--- src/rtl/core/stbs_pkg.sv ---
// Package for the sorted-table binary search block.
// Holds field widths, operation codes and the controller/datapath interface types.
// No dependencies.
package stbs_pkg;

    localparam int LEN_W = 11;  // table length register
    localparam int IDX_W = 10;  // entry index and position fields
    localparam int VAL_W = 16;  // entry value and search key

    localparam logic OP_WRITE  = 1'b0;
    localparam logic OP_SEARCH = 1'b1;

    // controller -> datapath
    typedef struct packed {
        logic wr_entry;   // store the input entry
        logic init;       // latch key, set up bounds
        logic rd_issue;   // compute middle, read table
        logic step;       // compare and narrow bounds
        logic out_load;   // move result into output register
    } t_cmd;

    // datapath -> controller
    typedef struct packed {
        logic len_zero;   // table is empty
        logic finish;     // search ends on the current compare
        logic out_free;   // output register can take a result
    } t_sts;

endpackage

--- src/rtl/core/stbs_ctrl.sv ---
// Controller of the sorted-table binary search block.
// Sequences write, read and compare steps; depends on stbs_pkg.
module stbs_ctrl
    import stbs_pkg::*;
(
    input  logic i_clk,
    input  logic i_rst_n,
    input  logic i_valid,
    input  logic i_op,
    input  t_sts i_sts,
    output t_cmd o_cmd,
    output logic o_stall
);

    localparam logic [1:0] S_IDLE = 2'd0;
    localparam logic [1:0] S_READ = 2'd1;
    localparam logic [1:0] S_CMP  = 2'd2;
    localparam logic [1:0] S_DONE = 2'd3;

    logic [1:0] r_state;
    logic [1:0] n_state;

    always_ff @(posedge i_clk) begin
        if (!i_rst_n) begin
            r_state <= S_IDLE;
        end else begin
            r_state <= n_state;
        end
    end

    always_comb begin
        n_state = r_state;
        o_cmd   = '0;
        unique case (r_state)
            S_IDLE: begin
                if (i_valid) begin
                    if (i_op == OP_WRITE) begin
                        o_cmd.wr_entry = 1'b1;
                    end else begin
                        o_cmd.init = 1'b1;
                        // empty table answers position 0, not found
                        n_state = i_sts.len_zero ? S_DONE : S_READ;
                    end
                end
            end
            S_READ: begin
                o_cmd.rd_issue = 1'b1;
                n_state        = S_CMP;
            end
            S_CMP: begin
                o_cmd.step = 1'b1;
                n_state    = i_sts.finish ? S_DONE : S_READ;
            end
            S_DONE: begin
                if (i_sts.out_free) begin
                    o_cmd.out_load = 1'b1;
                    n_state        = S_IDLE;
                end
            end
            default: begin
                n_state = S_IDLE;
            end
        endcase
    end

    assign o_stall = (r_state != S_IDLE);

endmodule

--- config.mk ---
export PLATFORM = sky130hd
export DESIGN_NAME = stbs_ctrl
export DESIGN_NICKNAME = d
export VERILOG_FILES = /design/src/rtl/core/stbs_pkg.sv /design/src/rtl/core/stbs_ctrl.sv
export SDC_FILE = /design/constraint.sdc
export NUM_CORES = 1
export LEC_CHECK = 0
export ABC_AREA = 1
export ABC_CLOCK_PERIOD_IN_PS = 1000
export BUFFER_PORTS_ARGS = -buffer_cell sky130_fd_sc_hd__buf_2
export CAP_MARGIN = 20
export CORE_AREA = 5 5 42 44
export CTS_BUF_LIST = sky130_fd_sc_hd__clkbuf_4
export DETAILED_ROUTE_END_ITERATION = 6
export DIE_AREA = 0 0 47 49
export PLACE_DENSITY = 0.37
export REMOVE_ABC_BUFFERS = 1
export SLEW_MARGIN = 30
export SYNTH_ARGS = -nofsm -noshare
export SYNTH_HDL_FRONTEND = slang
export SYNTH_SLANG_ARGS = --single-unit
--- constraint.sdc ---
create_clock -name i_clk -period 1 [get_ports i_clk]
set_input_delay 0.05 -clock i_clk [delete_from_list [all_inputs] [get_ports i_clk]]
set_output_delay 0.05 -clock i_clk [all_outputs]
set_load 0.01 [all_outputs]
Word-level counts from Yosys, hierarchy flattened
Cells that the tools add are included.
{"block": "op_classes", "n_eq_ne": 6, "n_mux": 14, "n_reduce_logical": 3}
{"cell": "2-to-1 mux 2 bit", "n": 7}
{"cell": "case mux 2 bit (4 select lines)", "n": 1}
{"cell": "2-to-1 mux 1 bit", "n": 6}
{"cell": "inequality test 2 bit, second input constant", "n": 3}
{"cell": "equality test 2 bit, second input constant", "n": 2}
{"cell": "AND reduction 3 bit", "n": 1}
{"cell": "equality test 2 x 1 -> 1 bit, second input constant", "n": 1}
{"cell": "logical NOT 2 bit", "n": 1}
{"cell": "nonzero test 2 bit", "n": 1}
{"block": "word_totals", "ff_bits": 2, "in_bits": 7, "output_inout_bits": 6, "wordCells": 24}

Longest topological paths before layout
{"block": "logic_depth", "ltp_word": 4, "mapped_depth": 5, "mapped_depth_nobuf": 5}

Worst setup path before layout
No wires, ideal clock.
{"block": "synth_path", "kind": "flip-flop to output port", "from": "register r_state[0]", "to": "output port o_cmd[3] (netlist name)", "arrival_time_ns": 0.762, "required_ns": 0.950, "slack_ns": 0.188, "stages_incl_launch_ff": 4, "n_path_buf": 0, "cell_sequence": "dfxtp_1 -> nor2_1 -> inv_1 -> nor2_1"}
{"item": "start, declared", "line_no": "stbs_ctrl.sv:20", "source": "logic [1:0] r_state;"}
{"item": "start signal, assigned", "line_no": "stbs_ctrl.sv:27", "source": "r_state <= n_state;"}
{"item": "end, declared", "line_no": "stbs_ctrl.sv:11", "source": "output t_cmd o_cmd,"}

==> reports/metrics.csv <==
metric;value;unit
drt total wl;442;um
Core Footprint;1401;um^2
Worst Hold Launch;i_rst_n;
Initial Utilization;9.643;%
switch share;30.79;%
Final Wtd Congestion;0.6592;
Top reg by flops;r_state;
Area growth syn-to-layout;100.0;%
clock root cell;clkbuf_4;
Final setup viols;0;
hold slack;0.05765;ns
FP Rows;14;
CP required;0.95;ns
number of nets in the layout;51;
die area;2303;um^2
R2R depth;5;
# IOs;13;
RSZ-0062 raised after global routing;true;
Slew Limit Fails;0;
VDD IR-drop max;0.3590;mV
uppermost layer routed;met4;
Clock Sinks;2;
Routed Antenna Nets;0;
Worst Setup Start Kind;flop;
vias per cell;3.552;
biggest regs;r_state x2;
Die Y;49;um
Slew headroom;91.53;%
commonest cells after routing, fill and taps aside;12 x buf_2, 6 x nand2_1, 5 x nor2_1, 3 x inv_1, 3 x clkbuf_4;
Comb pwr share;30.7;%
# fillers;173;
Worst setup EP type;primary output;
R2R setup slack;0.17;ns
metal3 WL;58;um
fin worst setup slack;0.01004;ns
first-pass GRT wire length;717;um
Synth Register Bits;2;
Post-Synthesis Cells;25;
leakage power;0.1567;nW
antenna violations before repair;0;
PD cells;1534;nW/um^2
Pre-antenna DRT Iters;4;
H-Tree Depth;1;
post-synth top area cell;dfxtp_1;
Final Util;19.29;%
share of cells above drive strength 1;57.14;%
area of the multi-input gates;88.84;um^2
Worst-path clk slew;0.03;ns
Hold Path Stages;3;
r2r startpoint;r_state[1];
Post-DP Area;215.2;um^2
data arrival time of the worst path;0.94;ns
total power;0.4146;mW
Reg power frac;26.3;%
worst-margin pin slew;0.1270;ns
Clk Latency, worst-skew pair;0.22;ns
P_sw;0.1277;mW
min Tclk post-route;0.9900;ns
final setup skew;0.0004830;ns
DPL Wire Length;350.9;um
DR DRC count;0;
register area;45.04;um^2
most common cell after layout, fill and taps aside;buf_2;
max reg flops;2;
vias in the first global route;188;
HP Class;in -> reg;
Die X;47;um
area share of the largest cell type after synthesis;29.63;%
fin area;270.3;um^2
Post-Route M1 WL;153;um
Hold-fix buffers, CTS;0;
sequential area share after synthesis;29.63;%
largest net degree at the start of global routing;6;
Ant. Diodes;0;
Worst Path Class, Setup;reg -> out;
vias;206;
Final period util;99.00;%
Worst Setup SP;r_state[1];
synth top area cells;dfxtp_1 30%, nand2_1 17%, nor2_1 17%;
Synthesis Warnings;0;
Initial DRC Count;5;
syn_area_per_cell;5.405;um^2
Final Hold Fails;0;
outcome;completed;
routed len/inst;7.621;um
grt ovf;0;
Bufs on Longest Clock Path;2;
Place WS;0.1405;ns
post-synthesis cell type count;9;
WL met2;209;um
Clock power frac;43.0;%
Max Cap Viol;0;
CTS tree;done;
fmax;1010;MHz
largest fanout on the critical path;5;
Num CTS Buffers;3;
cell area after synthesis;135.1;um^2
GRT Total Usage;5.137;%
IO buf count;12;
Internal;0.2870;mW
[path summary, 6_finish.rpt]
check               end
max            o_cmd[3]
min          r_state[0]
max reg2reg  r_state[1]
min reg2reg  r_state[0]
[cells in the mapped netlist]
cell and count:
a21oi_1 2, dfxtp_1 2, inv_1 4, inv_2 1, nand2_1 6, nand3_1 2, nor2_1 6, nor2_2 1
nor3_1 1
[cell families after synthesis]
kind of cell           Yosys count  share of synthesized area, %
and+or+nand+nor                 16                         49.07
AOI/OAI and AO/OA                2                         7.408
DFF                              2                         29.63
buffers and inverters            5                         13.88
[power by group through the flow]
stage | clock, mW | combinational (mW) | sequential (mW)
after floorplan | 0 | 0.0625 | 0.102
after global placement | 0 | 0.108 | 0.104
after detailed placement | 0 | 0.106 | 0.103
final | 0.178 | 0.127 | 0.109
after CTS | 0.190 | 0.119 | 0.108
after global routing | 0.201 | 0.144 | 0.111
[repair_timing]
| action | CTS | global route |
|---|---|---|
| endpoints found under the setup margin | 4 | 4 |
| pin swaps | 0 | 1 |
| gates resized for setup | 6 | 1 |
| buffers inserted | 1 | 1 |
[through the flow]
stage          std cells  TNS [ns]
2_1_floorplan         25         0
3_3_place_gp          53         0
3_5_place_dp          53         0
4_1_cts               57  -0.05091
5_1_grt               58   -0.1991
6_report              58         0
[worst max-delay path: stages (launching register included)]
cell and delay [ns]:
dfxtp_2 0.34, nor2_4 0.12, inv_1 0.05, nor2_1 0.08, buf_2 0.13
[metal layers]
layer	up-vias	GRT usage (%)
li1	110	-
met1	84	4.605
met2	8	5.656
met3	4	5.535
met4	0	5.530
met5	-	0
[layout make-up]
cell class | count | share of cell area [%]
Multi-Input combinational cell | 18 | 32.87
Timing Repair Buffer | 14 | 27.78
Sequential cell | 2 | 16.67
Clock buffer | 3 | 8.333
Tap cell | 16 | 7.407
Inverter | 5 | 6.944
No activity file was read; power rests on OpenSTA's default activity.
